`config.mk`:
```
export PLATFORM = sky130hd
export DESIGN_NAME = dual_format_frame_receiver_unit_flat
export DESIGN_NICKNAME = d
export VERILOG_FILES = /design/src/design/dffr_pkg.sv /design/src/design/dffr_if.sv /design/src/design/dual_format_frame_receiver_unit.sv /design/src/design/dffr_core.sv /design/src/design/dffr_out_reg.sv /design/src/flat_wrapper.sv
export SDC_FILE = /design/constraint.sdc
export NUM_CORES = 1
export LEC_CHECK = 0
export BUFFER_PORTS_ARGS = -buffer_cell sky130_fd_sc_hd__buf_2
export CAP_MARGIN = 20
export CORE_AREA = 8 8 139 115
export CTS_CLUSTER_DIAMETER = 40
export DETAILED_ROUTE_END_ITERATION = 10
export DIE_AREA = 0 0 147 123
export GPL_ROUTABILITY_DRIVEN = 1
export PLACE_DENSITY = 0.78
export SLEW_MARGIN = 20
export SYNTH_ARGS = -nofsm -noshare
export SYNTH_HDL_FRONTEND = slang
export SYNTH_HIERARCHICAL = 1
export SYNTH_SLANG_ARGS = --single-unit
```
`constraint.sdc`:
```
create_clock -name i_clk -period 20.5 [get_ports i_clk]
set_input_delay 4.1 -clock i_clk [delete_from_list [all_inputs] [get_ports i_clk]]
set_output_delay 4.1 -clock i_clk [all_outputs]
set_load 0.02 [all_outputs]
```
`src/design/dffr_pkg.sv`:
```
// ----------------------------------------------------------------------------
// dffr_pkg
// Types and constants shared by the dual format frame receiver.
// ----------------------------------------------------------------------------
package dffr_pkg;

    typedef logic [7:0] t_byte;
    typedef logic [8:0] t_len;
    typedef logic [1:0] t_kind;

    // byte classification codes
    localparam t_kind KIND_JUNK  = 2'd0;
    localparam t_kind KIND_BIN   = 2'd1;
    localparam t_kind KIND_ASCII = 2'd2;
    localparam t_kind KIND_ERR   = 2'd3;

    localparam t_byte SOF_BIN    = 8'h0B;
    localparam t_byte SOF_ASCII  = 8'h2A;
    localparam t_byte DIGIT_ZERO = 8'h30;
    localparam t_byte DIGIT_ONE  = 8'h31;
    localparam t_byte DIGIT_NINE = 8'h39;

    localparam int RECORD_LEN  = 24;
    localparam int TRAILER_LEN = 4;

    typedef enum logic [1:0] {
        PH_HUNT  = 2'b01,
        PH_FRAME = 2'b10
    } t_phase;

    typedef struct packed {
        t_byte out_byte;
        t_kind byte_kind;
        logic  first_of_frame;
        logic  last_of_frame;
        t_len  frame_length;
        logic  checksum_good;
    } t_result;

endpackage

```
`src/design/dffr_if.sv`:
```
// ----------------------------------------------------------------------------
// dffr_if
// Valid/ready channels of the frame receiver: input bytes, results, config.
// ----------------------------------------------------------------------------
interface dffr_in_if;
    import dffr_pkg::*;
    logic  valid;
    logic  ready;
    t_byte in_byte;

    modport source (output valid, output in_byte, input ready);
    modport sink   (input valid, input in_byte, output ready);
endinterface

interface dffr_out_if;
    import dffr_pkg::*;
    logic  valid;
    logic  ready;
    t_byte out_byte;
    t_kind byte_kind;
    logic  first_of_frame;
    logic  last_of_frame;
    t_len  frame_length;
    logic  checksum_good;

    modport source (output valid, output out_byte, output byte_kind,
                    output first_of_frame, output last_of_frame,
                    output frame_length, output checksum_good, input ready);
    modport sink   (input valid, input out_byte, input byte_kind,
                    input first_of_frame, input last_of_frame,
                    input frame_length, input checksum_good, output ready);
endinterface

interface dffr_cfg_if;
    logic valid;
    logic ready;
    logic net_mode;

    modport source (output valid, output net_mode, input ready);
    modport sink   (input valid, input net_mode, output ready);
endinterface

```
`src/design/dual_format_frame_receiver_unit.sv`:
```
// ----------------------------------------------------------------------------
// dual_format_frame_receiver_unit
// Hunts a byte stream for binary (0x0B) and ASCII (0x2A) frames and tags
// every byte with its kind, frame bounds, length and checksum verdict.
// ----------------------------------------------------------------------------
// The result is registered at the edge that takes the byte.
// Throughput: 1 byte per cycle when not stalled; frame state is a closed loop.
// Input ready is held low only while a result waits and the sink is not ready.
// Reset (synchronous, active low): hunting, all sums and counters zero,
// net_mode 0, result register empty.
// ----------------------------------------------------------------------------
module dual_format_frame_receiver_unit #(
    parameter int BASIC_HEADER_LEN = 4,
    parameter int ASCII_HEADER_LEN = 8
) (
    input  logic        i_clk,
    input  logic        i_rst_n,
    dffr_cfg_if.sink    i_cfg,
    dffr_in_if.sink     i_in,
    dffr_out_if.source  o_out
);
    import dffr_pkg::*;

    logic    r_net_mode;
    logic    w_free;
    logic    w_accept;
    t_result w_result;

    // Config register is always writable; writes are expected only when idle.
    assign i_cfg.ready = 1'b1;

    always_ff @(posedge i_clk) begin
        if (!i_rst_n) begin
            r_net_mode <= 1'b0;
        end else if (i_cfg.valid) begin
            r_net_mode <= i_cfg.net_mode;
        end
    end

    // A byte transaction completes whenever the result register has room,
    // including the cycle in which its current result is taken.
    assign i_in.ready = w_free;
    assign w_accept   = i_in.valid && w_free;

    // Frame tracking: state lives here, updated once per accepted byte.
    dffr_core #(
        .BASIC_HEADER_LEN (BASIC_HEADER_LEN),
        .ASCII_HEADER_LEN (ASCII_HEADER_LEN)
    ) u_core (
        .i_clk      (i_clk),
        .i_rst_n    (i_rst_n),
        .i_accept   (w_accept),
        .i_byte     (i_in.in_byte),
        .i_net_mode (r_net_mode),
        .o_result   (w_result)
    );

    // Result register decouples the sink's stalls from the byte stream.
    dffr_out_reg u_out_reg (
        .i_clk    (i_clk),
        .i_rst_n  (i_rst_n),
        .i_load   (w_accept),
        .i_result (w_result),
        .o_free   (w_free),
        .o_out    (o_out)
    );

endmodule

```
`src/design/dffr_core.sv`:
```
// ----------------------------------------------------------------------------
// dffr_core
// Frame tracking state and the per-byte update; one byte per accept.
// ----------------------------------------------------------------------------
module dffr_core #(
    parameter int BASIC_HEADER_LEN = 4,
    parameter int ASCII_HEADER_LEN = 8
) (
    input  logic              i_clk,
    input  logic              i_rst_n,
    input  logic              i_accept,
    input  dffr_pkg::t_byte   i_byte,
    input  logic              i_net_mode,
    output dffr_pkg::t_result o_result
);
    import dffr_pkg::*;

    t_phase      r_phase, n_phase;
    logic        r_kind, n_kind;          // 1: ascii frame
    t_len        r_pos, n_pos;
    t_len        r_exp, n_exp;
    t_byte       r_bsum, n_bsum;
    logic [15:0] r_wsum, n_wsum;
    t_byte       r_tens, n_tens;
    t_byte       r_low, n_low;

    logic [9:0]  w_p1, w_p3, w_p4, w_p5, w_hlen, w_blen, w_alen, w_e;
    logic [4:0]  w_count;
    logic [15:0] w_wadd;
    logic        w_err;

    assign w_p1   = {1'b0, r_pos} + 10'd1;
    assign w_p3   = {1'b0, r_pos} + 10'd3;
    assign w_p4   = {1'b0, r_pos} + 10'd4;
    assign w_p5   = {1'b0, r_pos} + 10'd5;
    assign w_hlen = 10'(BASIC_HEADER_LEN) + {9'd0, i_net_mode};
    assign w_blen = w_hlen + {2'b00, i_byte};
    // tens digit is 0x30 or 0x31 once stored, so its low bit is the digit
    assign w_count = (r_tens[0] ? 5'd10 : 5'd0) + 5'(i_byte[3:0]);
    assign w_alen  = 10'(ASCII_HEADER_LEN) + 10'(TRAILER_LEN)
                   + 10'(w_count) * 10'(RECORD_LEN);

    always_comb begin
        n_phase = r_phase;
        n_kind  = r_kind;
        n_pos   = r_pos;
        n_exp   = r_exp;
        n_bsum  = r_bsum;
        n_wsum  = r_wsum;
        n_tens  = r_tens;
        n_low   = r_low;
        w_err   = 1'b0;
        w_e     = {1'b0, r_exp};
        w_wadd  = r_wsum;
        o_result = '0;
        o_result.out_byte = i_byte;

        case (r_phase)
            PH_HUNT: begin
                if (i_byte == SOF_BIN || i_byte == SOF_ASCII) begin
                    n_kind  = (i_byte == SOF_ASCII);
                    n_bsum  = i_byte;
                    n_wsum  = '0;
                    n_pos   = 9'd1;
                    n_exp   = '0;
                    n_phase = PH_FRAME;
                    o_result.byte_kind      = (i_byte == SOF_ASCII) ? KIND_ASCII : KIND_BIN;
                    o_result.first_of_frame = 1'b1;
                end
            end
            PH_FRAME: begin
                if (!r_kind) begin
                    o_result.byte_kind = KIND_BIN;
                    n_bsum = r_bsum + i_byte;
                    if (r_exp == '0 && w_p1 >= w_hlen) begin
                        w_e = {1'b0, w_blen[8:0]};
                    end
                    n_exp = w_e[8:0];
                    o_result.frame_length = w_e[8:0];
                    if (w_e != '0 && w_p1 >= w_e) begin
                        o_result.last_of_frame = 1'b1;
                        o_result.checksum_good = (n_bsum == '0);
                        n_phase = PH_HUNT;
                    end else begin
                        n_pos = w_p1[8:0];
                    end
                end else begin
                    o_result.byte_kind = KIND_ASCII;
                    if (r_pos == 9'd1) begin
                        if (i_byte < DIGIT_ZERO || i_byte > DIGIT_ONE) begin
                            w_err = 1'b1;
                        end else begin
                            n_tens = i_byte;
                        end
                    end else if (r_pos == 9'd2) begin
                        if (i_byte < DIGIT_ZERO || i_byte > DIGIT_NINE) begin
                            w_err = 1'b1;
                        end else begin
                            w_e = {1'b0, w_alen[8:0]};
                        end
                    end
                    if (w_err) begin
                        o_result.byte_kind = KIND_ERR;
                        n_phase = PH_HUNT;
                        n_exp   = '0;
                    end else begin
                        n_exp = w_e[8:0];
                        if (r_pos != '0 && (w_e == '0 || w_p5 <= w_e)) begin
                            w_wadd = r_wsum + {8'd0, i_byte};
                        end
                        n_wsum = w_wadd;
                        if (w_e != '0 && w_p4 == w_e) begin
                            n_low = i_byte;
                        end
                        if (w_e != '0 && w_p3 == w_e) begin
                            n_wsum = w_wadd - {i_byte, r_low};
                        end
                        o_result.frame_length = w_e[8:0];
                        if (w_e != '0 && w_p1 >= w_e) begin
                            o_result.last_of_frame = 1'b1;
                            o_result.checksum_good = (n_wsum == '0);
                            n_phase = PH_HUNT;
                        end else begin
                            n_pos = w_p1[8:0];
                        end
                    end
                end
            end
            default: begin
                n_phase = PH_HUNT;
            end
        endcase
    end

    always_ff @(posedge i_clk) begin
        if (!i_rst_n) begin
            r_phase <= PH_HUNT;
            r_kind  <= 1'b0;
            r_pos   <= '0;
            r_exp   <= '0;
            r_bsum  <= '0;
            r_wsum  <= '0;
            r_tens  <= '0;
            r_low   <= '0;
        end else if (i_accept) begin
            r_phase <= n_phase;
            r_kind  <= n_kind;
            r_pos   <= n_pos;
            r_exp   <= n_exp;
            r_bsum  <= n_bsum;
            r_wsum  <= n_wsum;
            r_tens  <= n_tens;
            r_low   <= n_low;
        end
    end

    // frame end always drops back to hunting
    a_last_hunt: assert property (@(posedge i_clk) disable iff (!i_rst_n)
        i_accept && o_result.last_of_frame |=> r_phase == PH_HUNT)
        else $error("frame end did not return to hunt");

    // start byte opens a frame at position one with unknown length
    a_first_open: assert property (@(posedge i_clk) disable iff (!i_rst_n)
        i_accept && o_result.first_of_frame
        |=> r_phase == PH_FRAME && r_pos == 9'd1 && r_exp == '0)
        else $error("start byte did not open a frame");

    // inside a frame the position never reaches a known length
    a_pos_bound: assert property (@(posedge i_clk) disable iff (!i_rst_n)
        r_phase == PH_FRAME && r_exp != '0 |-> r_pos < r_exp)
        else $error("byte position passed frame length");

    // count error aborts the frame without length or end flags
    a_err_clean: assert property (@(posedge i_clk) disable iff (!i_rst_n)
        i_accept && o_result.byte_kind == KIND_ERR
        |=> r_phase == PH_HUNT && r_exp == '0)
        else $error("count error did not abandon frame");

endmodule

```
`src/design/dffr_out_reg.sv`:
```
// ----------------------------------------------------------------------------
// dffr_out_reg
// Result register between the byte update and the result channel.
// ----------------------------------------------------------------------------
module dffr_out_reg (
    input  logic              i_clk,
    input  logic              i_rst_n,
    input  logic              i_load,
    input  dffr_pkg::t_result i_result,
    output logic              o_free,
    dffr_out_if.source        o_out
);
    import dffr_pkg::*;

    logic    r_valid;
    t_result r_result;

    // free when empty or the held result leaves this cycle
    assign o_free = !r_valid || o_out.ready;

    always_ff @(posedge i_clk) begin
        if (!i_rst_n) begin
            r_valid <= 1'b0;
        end else if (i_load) begin
            r_valid <= 1'b1;
        end else if (o_out.ready) begin
            r_valid <= 1'b0;
        end
    end

    always_ff @(posedge i_clk) begin
        if (i_load) begin
            r_result <= i_result;
        end
    end

    assign o_out.valid          = r_valid;
    assign o_out.out_byte       = r_result.out_byte;
    assign o_out.byte_kind      = r_result.byte_kind;
    assign o_out.first_of_frame = r_result.first_of_frame;
    assign o_out.last_of_frame  = r_result.last_of_frame;
    assign o_out.frame_length   = r_result.frame_length;
    assign o_out.checksum_good  = r_result.checksum_good;

endmodule

```
`src/flat_wrapper.sv`:
```
// flat-port wrapper written by rule: the top's interface ports become plain ports
module dual_format_frame_receiver_unit_flat import dffr_pkg::*;
#(
    parameter int BASIC_HEADER_LEN = 4,
    parameter int ASCII_HEADER_LEN = 8
)
  (i_clk, i_rst_n, i_cfg_valid, i_cfg_net_mode, i_cfg_ready, i_in_valid, i_in_in_byte, i_in_ready, o_out_valid, o_out_out_byte, o_out_byte_kind, o_out_first_of_frame, o_out_last_of_frame, o_out_frame_length, o_out_checksum_good, o_out_ready);
  dffr_cfg_if i_cfg_i ();
  dffr_in_if i_in_i ();
  dffr_out_if o_out_i ();
  input  logic i_clk;
  input  logic i_rst_n;
  input wire logic [$bits(i_cfg_i.valid)-1:0] i_cfg_valid;
  input wire logic [$bits(i_cfg_i.net_mode)-1:0] i_cfg_net_mode;
  output wire logic [$bits(i_cfg_i.ready)-1:0] i_cfg_ready;
  input wire logic [$bits(i_in_i.valid)-1:0] i_in_valid;
  input wire logic [$bits(i_in_i.in_byte)-1:0] i_in_in_byte;
  output wire logic [$bits(i_in_i.ready)-1:0] i_in_ready;
  output wire logic [$bits(o_out_i.valid)-1:0] o_out_valid;
  output wire logic [$bits(o_out_i.out_byte)-1:0] o_out_out_byte;
  output wire logic [$bits(o_out_i.byte_kind)-1:0] o_out_byte_kind;
  output wire logic [$bits(o_out_i.first_of_frame)-1:0] o_out_first_of_frame;
  output wire logic [$bits(o_out_i.last_of_frame)-1:0] o_out_last_of_frame;
  output wire logic [$bits(o_out_i.frame_length)-1:0] o_out_frame_length;
  output wire logic [$bits(o_out_i.checksum_good)-1:0] o_out_checksum_good;
  input wire logic [$bits(o_out_i.ready)-1:0] o_out_ready;
  assign i_cfg_i.valid = i_cfg_valid;
  assign i_cfg_i.net_mode = i_cfg_net_mode;
  assign i_cfg_ready = i_cfg_i.ready;
  assign i_in_i.valid = i_in_valid;
  assign i_in_i.in_byte = i_in_in_byte;
  assign i_in_ready = i_in_i.ready;
  assign o_out_valid = o_out_i.valid;
  assign o_out_out_byte = o_out_i.out_byte;
  assign o_out_byte_kind = o_out_i.byte_kind;
  assign o_out_first_of_frame = o_out_i.first_of_frame;
  assign o_out_last_of_frame = o_out_i.last_of_frame;
  assign o_out_frame_length = o_out_i.frame_length;
  assign o_out_checksum_good = o_out_i.checksum_good;
  assign o_out_i.ready = o_out_ready;
  dual_format_frame_receiver_unit #(.BASIC_HEADER_LEN(BASIC_HEADER_LEN), .ASCII_HEADER_LEN(ASCII_HEADER_LEN)) u_core (.i_clk(i_clk), .i_rst_n(i_rst_n), .i_cfg(i_cfg_i), .i_in(i_in_i), .o_out(o_out_i));
endmodule
```
; ---- After elaboration in Yosys (flattened, before gate mapping)
; Index checks and enable logic that the tools add are counted.
[classes]
bitwise = 2
mul = 1
mux = 59
addsub = 11
n_reduce_logical = 30
order_cmp = 7
n_eq_ne = 17
[op_table]
columns = operator, n
row1 = 16-bit two-way mux, 11
row2 = 9-bit two-way mux, 12
row3 = 10-bit two-way mux, 4
row4 = 9-bit one-hot mux with 2 select lines, 2
row5 = 16-bit one-hot mux with 2 select lines, 1
row6 = 11-bit two-way mux, 2
row7 = "9-bit by 3-bit adder with 10-bit output, second input constant", 2
row8 = 10-bit == test, 2
row9 = 10-bit >= comparator, 2
row10 = 10-bit nonzero test, 2
row11 = 16-bit by 8-bit adder with 16-bit output, 1
row12 = "8-bit by 6-bit greater-than comparator with 1-bit output, second input constant", 2
row13 = 16-bit logical NOT, 1
row14 = 8-bit two-way mux, 2
row15 = 8-bit one-hot mux with 2 select lines, 1
row16 = 16-bit subtractor, 1
row17 = 5-bit AND reduction, 3
row18 = 2-bit two-way mux, 7
row19 = 1-bit two-way mux, 13
row20 = "3-bit != test, second input constant", 4
row21 = "9-bit by 1-bit adder with 10-bit output, second input constant", 1
row22 = "9-bit by 2-bit adder with 10-bit output, second input constant", 1
row23 = 10-bit by 4-bit >= comparator with 1-bit output, 1
row24 = 10-bit <= comparator, 1
row25 = other kinds (30), 48
[totals]
elab_cells = 143
out_inout_bits = 25
regBits = 78
input_bits = 14

; ---- Logic depth before layout (Yosys ltp)
; Gate-level depths: netlist (run 1).
[logic_depth]
depth_word = 25
mapped_depth = 31

; ---- Modules after synthesis
; The synthesis (run 1) kept the hierarchy.
[modules_own_cells]
columns = mod, cells_per_inst, area_each_um2, instances
row1 = dffr_core, 825, 6590.1, 1
row2 = dffr_out_reg, 26, 709.4, 1
row3 = dual_format_frame_receiver_unit, 6, 53.8, 1

; ---- Least setup slack after synthesis (run 1)
; OpenSTA, ideal clock, no wires.
[synth_timing]
kind = input-to-reg
from = input i_in_in_byte[1]
to = register u_core.u_out_reg.r_result (netlist bit u_core/u_out_reg/o_out.checksum_good), data pin
setup_time_ns = 0.263
slack_ns = 10.412
stages = 29
arrival_ns = 9.824
required_time_ns = 20.237
path_cell_list = ha_1 > ha_1 > ha_1 > or2_2 > and2_1 > nand2_1 > nor4bb_1 > xor2_1 > mux2i_1 > ha_1 > nor2_1 > o21ai_0 > a221oi_1 > o22ai_1 > a22oi_2 > buf_6 > mux2i_1 > inv_1 > ha_1 > nor2b_1 > o31a_1 > nor4_1 > o31ai_1 > o311a_1 > o21ai_0 > nor3b_1 > nor4_2 > xnor2_1 > o31ai_2
[synth_via]
elab_chain_len = 24
word_cells_on_any_way = 52
[synth_lines]
columns = element, line_no
row1 = from (decl), flat_wrapper.sv:17  ; input wire logic [$bits(i_in_i.in_byte)-1:0] i_in_in_byte;
row2 = 4-bit by 4-bit adder with 5-bit output, dffr_core.sv:39  ; assign w_count = (r_tens[0] ? 5'd10 : 5'd0) + 5'(i_byte[3:0]);
row3 = 5-bit by 2-bit multiplier with 6-bit output, dffr_core.sv:41  ; + 10'(w_count) * 10'(RECORD_LEN);
row4 = 4-bit by 9-bit adder with 9-bit output, dffr_core.sv:41
row5 = 9-bit two-way mux, dffr_core.sv:96  ; if (i_byte < DIGIT_ZERO || i_byte > DIGIT_NINE) begin
row6 = 9-bit two-way mux, dffr_core.sv:95  ; end else if (r_pos == 9'd2) begin
row7 = 9-bit two-way mux, dffr_core.sv:89  ; if (r_pos == 9'd1) begin
row8 = 10-bit two-way mux, dffr_core.sv:72  ; if (!r_kind) begin
row9 = 10-bit two-way mux, dffr_core.sv:58  ; case (r_phase)
row10 = [8 not listed], --
row11 = 16-bit two-way mux, dffr_core.sv:115  ; if (w_e != '0 && w_p3 == w_e) begin
row12 = 16-bit two-way mux, dffr_core.sv:102  ; if (w_err) begin
row13 = 16-bit two-way mux, dffr_core.sv:72
row14 = 16-bit two-way mux, dffr_core.sv:58
row15 = 16-bit logical NOT, dffr_core.sv:121  ; o_result.checksum_good = (n_wsum == '0);
row16 = 1-bit two-way mux, dffr_core.sv:119  ; if (w_e != '0 && w_p1 >= w_e) begin
row17 = 11-bit two-way mux, dffr_core.sv:102
row18 = 11-bit two-way mux (*), dffr_core.sv:72
row19 = to (signal assigned), dffr_out_reg.sv:33  ; r_result <= i_result;
row20 = to (decl), dffr_out_reg.sv:16  ; t_result r_result;
; Every way passes the cells marked *; elsewhere a longest branch is shown, timed or not. The select of a mux whose other input is x is not followed.
; A chain may end at the register's enable or synchronous reset.

; ---- Worst setup path after layout (run 1)
; Same ends and word-level chain as after synthesis.

==> metrics, run 1 <==
Mapped Area=7350 sq um; initial DRC count=735; sequential share of power=41.4%; largest net degree at the start of global routing=61; Pleak=0.00328 uW; most frequent cell after synthesis=ha_1; CP arrival=11.30 ns; Inst Count DP=1030; vias in the first global route=5778; # rows=39; f_max=89.3 MHz; YS warnings=6; first-pass GRT wire length=30600 um; DRC=0; Initial Util=53.1%; port bufs=37; Final setup viols=0; Post-DRT Antenna Nets=0; slowest cell on the critical path=a22oi_2; maxcap violations=0; mean area per synthesized cell=8.58 sq um; routed length per instance=18.4 um; clock group share of total power=44.1%; combinational share of power=14.6%; # hold bufs at CTS=0; Ports=39; CTS Sinks=78; Sw Ratio=26.7%; CP Class=in2reg; Die Span Y=123 um; final core utilization=56.7%; Slew @ Worst Pin=1.08 ns; Max Slew Vio Count=0; number of fill cells=1239; buffer count from post-CTS setup fixing=0; Tcrit/Tclk final=54.6%; DR vias/cell=6.15; pwr dens=50.5 nW/um^2; Min-Delay Path Class=reg2reg; Final Hold Viols=0; CP Max Fanout=14; Setup crit end kind=flip-flop; number of synthesized flops with an enable pin=22; total number of vias=6433; Reg clk slew, reported paths=0.06 ns; routed wire length=19200 um; area of the die=18100 sq um; worst skew pair latency=0.36 ns; share of the synthesized area in the top cell type=15.2%; CTS tree=yes; Seq cells post-synth=78; H-tree depth=3; sw power=106 uW; RSZ-0062 raised after global routing=false; asr flop ratio synth=0%; Primary FF master, synth=dfxtp_1; setup total negative slack=0 ns; Final GP Congestion=0.973; Die Wd=147 um; TritonCTS Buffers=9; CTS resizes=0; Detail Placement HPWL=14400 um; minimum clock period=11.20 ns; cell-internal power=290 uW; cell taking the most area after synthesis=dfxtp_1; Crit path largest cell delay=0.67 ns; Post-Synthesis Cells=857; largest cells by area after synthesis=dfxtp_1 15%, ha_1 13%, edfxtp_1 9.0%; Worst slew margin=27.9%; TritonRoute pass-1 iters=5; Total Routing Usage GR=21.1%; root buf cell=clkbuf_16; Unique masters post-synth=80; post-synthesis sequential area ratio=24.2%; Synth top cells by count=77 x ha_1, 56 x dfxtp_1, 56 x nand2_1; status=complete, no violations; total gr overflow=0; Peak VDD IR=0.0481 mV; ratio of cells with drive above 1 in the final layout=9.63%; skew final=0.00528 ns; CP most frequent cell=ha_1; antenna diode count=0; Post-layout nets=952; initial antenna violation count=0; Area Overhead vs Synth=6.77%; core box area=13900 sq um; Max clock buf depth=2; Finished Layout Cells=1046; Worst setup SP type=primary input; syn_nets=952; Worst Path Required=20.60 ns
final cells by class:
class	instances	area [sq um]	area share (%)
multi-input cells	685	5160	65.7
flip-flops and latches	78	1780	22.7
well taps	184	230	2.93
clock buffers	10	229	2.92
repair buffers	39	200	2.55
inverters	44	165	2.10
clock inverters	6	87.6	1.12
stage by stage:
step	cell area [sq um]	hold WS (ns)	setup slack (ns)	total power [uW]
2_1_floorplan	7350	0.463	10.41	210
3_3_place_gp	7530	0.485	9.36	223
3_5_place_dp	7530	0.490	9.04	224
4_1_cts	7850	0.499	9.41	398
5_1_grt	7850	0.523	8.80	411
6_report	7850	0.502	9.30	396
power groups by stage:
stage / clock, uW / sequential [uW] / combinational [uW]
floorplan: 0 / 170 / 39.7
global placement: 0 / 167 / 55.4
detailed placement: 0 / 167 / 56.5
CTS: 178 / 164 / 56.8
global route: 184 / 164 / 62.8
finish: 175 / 164 / 57.7
cell usage in the layout, fill, tap and decap left out, types with 25 or more instances in the layout:
cell / count
buf_2: 37
mux2i_1: 26
o21ai_0: 41
a21oi_1: 39
ha_1: 77
nor2b_1: 38
xor2_1: 25
nand2_1: 56
nor2_1: 50
xnor2_1: 49
dfxtp_1: 56
inv_1: 44
cells by family (layout without fill, tap and decap cells):
group | count (synthesis) | in the layout | synth area share [%]
AO/OA/AOI/OAI | 210 | 210 | 19.6
adder cells (fa/ha/maj) | 82 | 82 | 14.3
other | 1 | 1 | 0.0510
AND/OR/NAND/NOR | 278 | 278 | 20.9
XOR/XNOR | 76 | 76 | 9.44
flip-flops | 78 | 78 | 24.2
buffers and inverters | 94 | 99 | 5.63
multiplexers | 38 | 38 | 5.77
worst max-delay path: cells and delay by family:
kind,cells,cell delay (ns)
AO/OA/AOI/OAI,9,2.42
AND/OR/NAND/NOR,9,1.85
adder cells (fa/ha/maj),5,1.27
XOR/XNOR,3,0.68
multiplexers,2,0.64
buffers and inverters,2,0.34
final timing paths:
check	slack, ns	cells past startpoint	endpoint	startpoint
min	0.50	2	u_core/u_out_reg/o_out.valid	u_core/u_out_reg/o_out.valid
max reg2reg	12.70	25	u_core/u_out_reg/o_out.checksum_good	u_core/u_core/r_pos[1]
max	9.30	30	u_core/u_out_reg/o_out.checksum_good	i_in_in_byte[1]
min reg2reg	0.50	2	u_core/u_out_reg/o_out.valid	u_core/u_out_reg/o_out.valid
layer usage:
layer	up-vias	part of all wire, %	wire length, um	GRT usage (%)
met5	-	0	0	0
met4	0	1.7	323	6.10
met3	25	9.9	1910	5.52
met2	311	41	7870	30.2
met1	2995	47	9110	30.4
li1	3102	-	-	-
state kept, by name, summed over array words and instances (netlist names):
signal	cells
u_core/u_out_reg/o_out.first_of_frame	1
u_core/u_out_reg/o_out.last_of_frame	1
u_core/u_core/r_low	8
u_core/u_out_reg/o_out.checksum_good	1
u_core/u_core/r_exp	9
u_core/r_net_mode	1
u_core/u_core/r_phase	2
u_core/u_out_reg/o_out.frame_length	9
u_core/u_core/r_tens	1
u_core/u_core/r_wsum	16
u_core/u_core/r_kind	1
u_core/u_out_reg/o_out.out_byte	8
u_core/u_out_reg/o_out.byte_kind	2
u_core/u_out_reg/o_out.valid	1
u_core/u_core/r_pos	9
u_core/u_core/r_bsum	8
Power figures use the tool's default switching activity.
==> inputs of run 2 (changes only) <==
--- a/config.mk
+++ b/config.mk
@@ -5,14 +5,15 @@
 export SDC_FILE = /design/constraint.sdc
 export NUM_CORES = 1
 export LEC_CHECK = 0
+export ABC_AREA = 1
 export BUFFER_PORTS_ARGS = -buffer_cell sky130_fd_sc_hd__buf_2
 export CAP_MARGIN = 20
-export CORE_AREA = 8 8 139 115
+export CORE_AREA = 8 8 144 119
 export CTS_CLUSTER_DIAMETER = 40
 export DETAILED_ROUTE_END_ITERATION = 10
-export DIE_AREA = 0 0 147 123
+export DIE_AREA = 0 0 152 127
 export GPL_ROUTABILITY_DRIVEN = 1
-export PLACE_DENSITY = 0.78
+export PLACE_DENSITY = 0.8
 export SLEW_MARGIN = 20
 export SYNTH_ARGS = -nofsm -noshare
 export SYNTH_HDL_FRONTEND = slang
==> constraint.sdc (replaced) <==
create_clock -name i_clk -period 9.53 [get_ports i_clk]
set_input_delay 1.906 -clock i_clk [delete_from_list [all_inputs] [get_ports i_clk]]
set_output_delay 1.906 -clock i_clk [all_outputs]
set_load 0.02 [all_outputs]
==> run 2 against run 1 <==
First-iteration DRC count rose by 35%; synthesized area up 8.0%; sequential share of layout area down 1.7 points; register-to-register slack lost 9.6 ns; setup slack got worse by 7.5 ns; critical path depth up 7; via count rose by 25%; final cell count increased by 35%; critical path type unchanged; largest cell class unchanged.
==> metrics, run 2 <==
maxcap violations=0; Largest register FFs=16; commonest non-fill, non-tap cell in the layout=nand2_1; routed wire length=23500 um; total number of vias=8057; Initial Util=53.8%; root buf cell=clkbuf_16; Pleak=0.00423 uW; Synth top cells by count=341 x nand2_1, 175 x inv_1, 92 x nor2_1; Worst slew margin=32.5%; skew final=0.00484 ns; Setup crit end kind=flip-flop; Ports=39; pwr dens=138 nW/um^2; buffer count from post-CTS setup fixing=0; CP Max Fanout=18; initial antenna violation count=0; # hold bufs at CTS=0; Total Power=1170 uW; Final Hold Viols=0; CP Class=in2reg; Reg clk slew, reported paths=0.06 ns; Seq cells post-synth=78; syn_nets=1301; RSZ-0062 raised after global routing=false; CTS tree=yes; total gr overflow=0; core box area=14800 sq um; vias in the first global route=7080; Area Overhead vs Synth=6.65%; Min-Delay Path Class=reg2reg; cell taking the most area after synthesis=nand2_1; R2R depth=36; Slew @ Worst Pin=1.01 ns; port bufs=37; Post-layout nets=1316; TritonCTS Buffers=9; DR vias/cell=5.69; Post-Synthesis Cells=1206; Place WS=1.56 ns; Post-DRT Antenna Nets=0; Mapped Area=7940 sq um; post-synthesis sequential area ratio=22.4%; first-pass GRT wire length=37200 um; antenna diode count=0; share of the synthesized area in the top cell type=16.1%; DRC=0; H-tree depth=3; asr flop ratio synth=0%; number of synthesized flops with an enable pin=22; Biggest register=u_core/u_core/r_wsum; final core utilization=57.4%; CTS Sinks=78; worst skew pair latency=0.35 ns; Final setup viols=0; minimum clock period=7.73 ns; f_max=129 MHz; Final GP Congestion=1.05; CTS resizes=0; CP most frequent cell=nand2_1; r2r setup slk=3.10 ns; area of the die=19300 sq um; worst r2r src=u_core/u_core/r_tens[0]; ratio of cells with drive above 1 in the final layout=8.73%; status=complete, no violations; largest cells by area after synthesis=nand2_1 16%, dfxtp_1 14%, ha_1 12%; mean area per synthesized cell=6.58 sq um; largest net degree at the start of global routing=37; Max clock buf depth=2; slowest cell on the critical path=fa_1; hold path start=u_core/u_core/r_wsum[14]; Unique masters post-synth=48; Tcrit/Tclk final=81.1%; Die Wd=152 um; Worst Path Required=9.60 ns; RR Endpoint=u_core/u_out_reg/o_out.checksum_good; routed length per instance=16.6 um; Max Slew Vio Count=0; hold path cells=2; Worst setup SP type=primary input; setup total negative slack=0 ns; Die Span Y=127 um; CP arrival=7.79 ns; hold path endpoint=u_core/u_core/r_wsum[14]; Detail Placement HPWL=18500 um; Crit path largest cell delay=0.44 ns; most frequent cell after synthesis=nand2_1; YS warnings=6; # rows=40; Peak VDD IR=0.0832 mV; TritonRoute pass-1 iters=6; Total Routing Usage GR=23.8%; initial DRC count=989; Primary FF master, synth=dfxtp_1; post-route worst setup slack=1.80 ns; commonest non-fill, non-tap cells in the layout=341 x nand2_1, 175 x inv_1, 92 x nor2_1
[run 2: worst max-delay path by stage]
stage	endpoint	depth (start not counted)	from	slack [ns]
after floorplan	u_core/u_out_reg/o_out.checksum_good	38	i_in_in_byte[1]	2.52
after global placement	u_core/u_out_reg/o_out.checksum_good	37	i_in_in_byte[1]	1.89
after detailed placement	u_core/u_out_reg/o_out.checksum_good	37	i_in_in_byte[1]	1.56
after CTS	u_core/u_out_reg/o_out.checksum_good	37	i_in_in_byte[1]	1.90
after global routing	u_core/u_out_reg/o_out.checksum_good	37	i_in_in_byte[1]	1.19
final	u_core/u_out_reg/o_out.checksum_good	37	i_in_in_byte[1]	1.80
[run 2: per-layer routing]
| layer | GRT usage (%) | up-vias | share of wire (%) | wire length, um |
|---|---|---|---|---|
| met5 | 0 | - | 0 | 0 |
| met4 | 7.21 | 0 | 2.2 | 527 |
| met3 | 6.81 | 53 | 12 | 2910 |
| met2 | 33.4 | 413 | 39 | 9040 |
| met1 | 34.4 | 3665 | 47 | 11000 |
| li1 | - | 3926 | - | - |
[run 2: final cells by class]
| class | count | area, sq um |
|---|---|---|
| fillers | 1422 | 6290 |
| multi-input cells | 909 | 5250 |
| flip-flops and latches | 78 | 1780 |
| inverters | 181 | 679 |
| clock buffers | 11 | 243 |
| well taps | 189 | 236 |
| repair buffers | 42 | 223 |
| clock inverters | 5 | 58.8 |
[run 2: kinds of logic after synthesis]
logic type / share of synthesized area, %
AO/OA/AOI/OAI: 11.1
XOR/XNOR: 7.28
adder cells (fa/ha/maj): 13.1
buffers and inverters: 11.5
flip-flops: 22.4
other: 0.0472
AND/OR/NAND/NOR: 34.6
[run 2: per-stage QoR]
stage                     cells  hold slack (ns)  instance area, sq um
final                      1415            0.473                  8470
after global routing       1415            0.505                  8470
after CTS                  1415            0.467                  8470
after detailed placement   1399            0.457                  8170
after global placement     1399            0.450                  8170
after floorplan            1206            0.440                  7940
[run 2: worst max-delay path: cells and delay by family]
family	cells	cell delay, ns
buffers and inverters	4	0.40
XOR/XNOR	1	0.17
adder cells (fa/ha/maj)	5	1.84
AO/OA/AOI/OAI	7	1.48
AND/OR/NAND/NOR	20	1.99
[run 2: power breakdown]
| group | switching, uW | total, uW | internal (uW) |
|---|---|---|---|
| registers | 8.37 | 359 | 350 |
| clock network | 142 | 352 | 210 |
| logic | 308 | 462 | 153 |
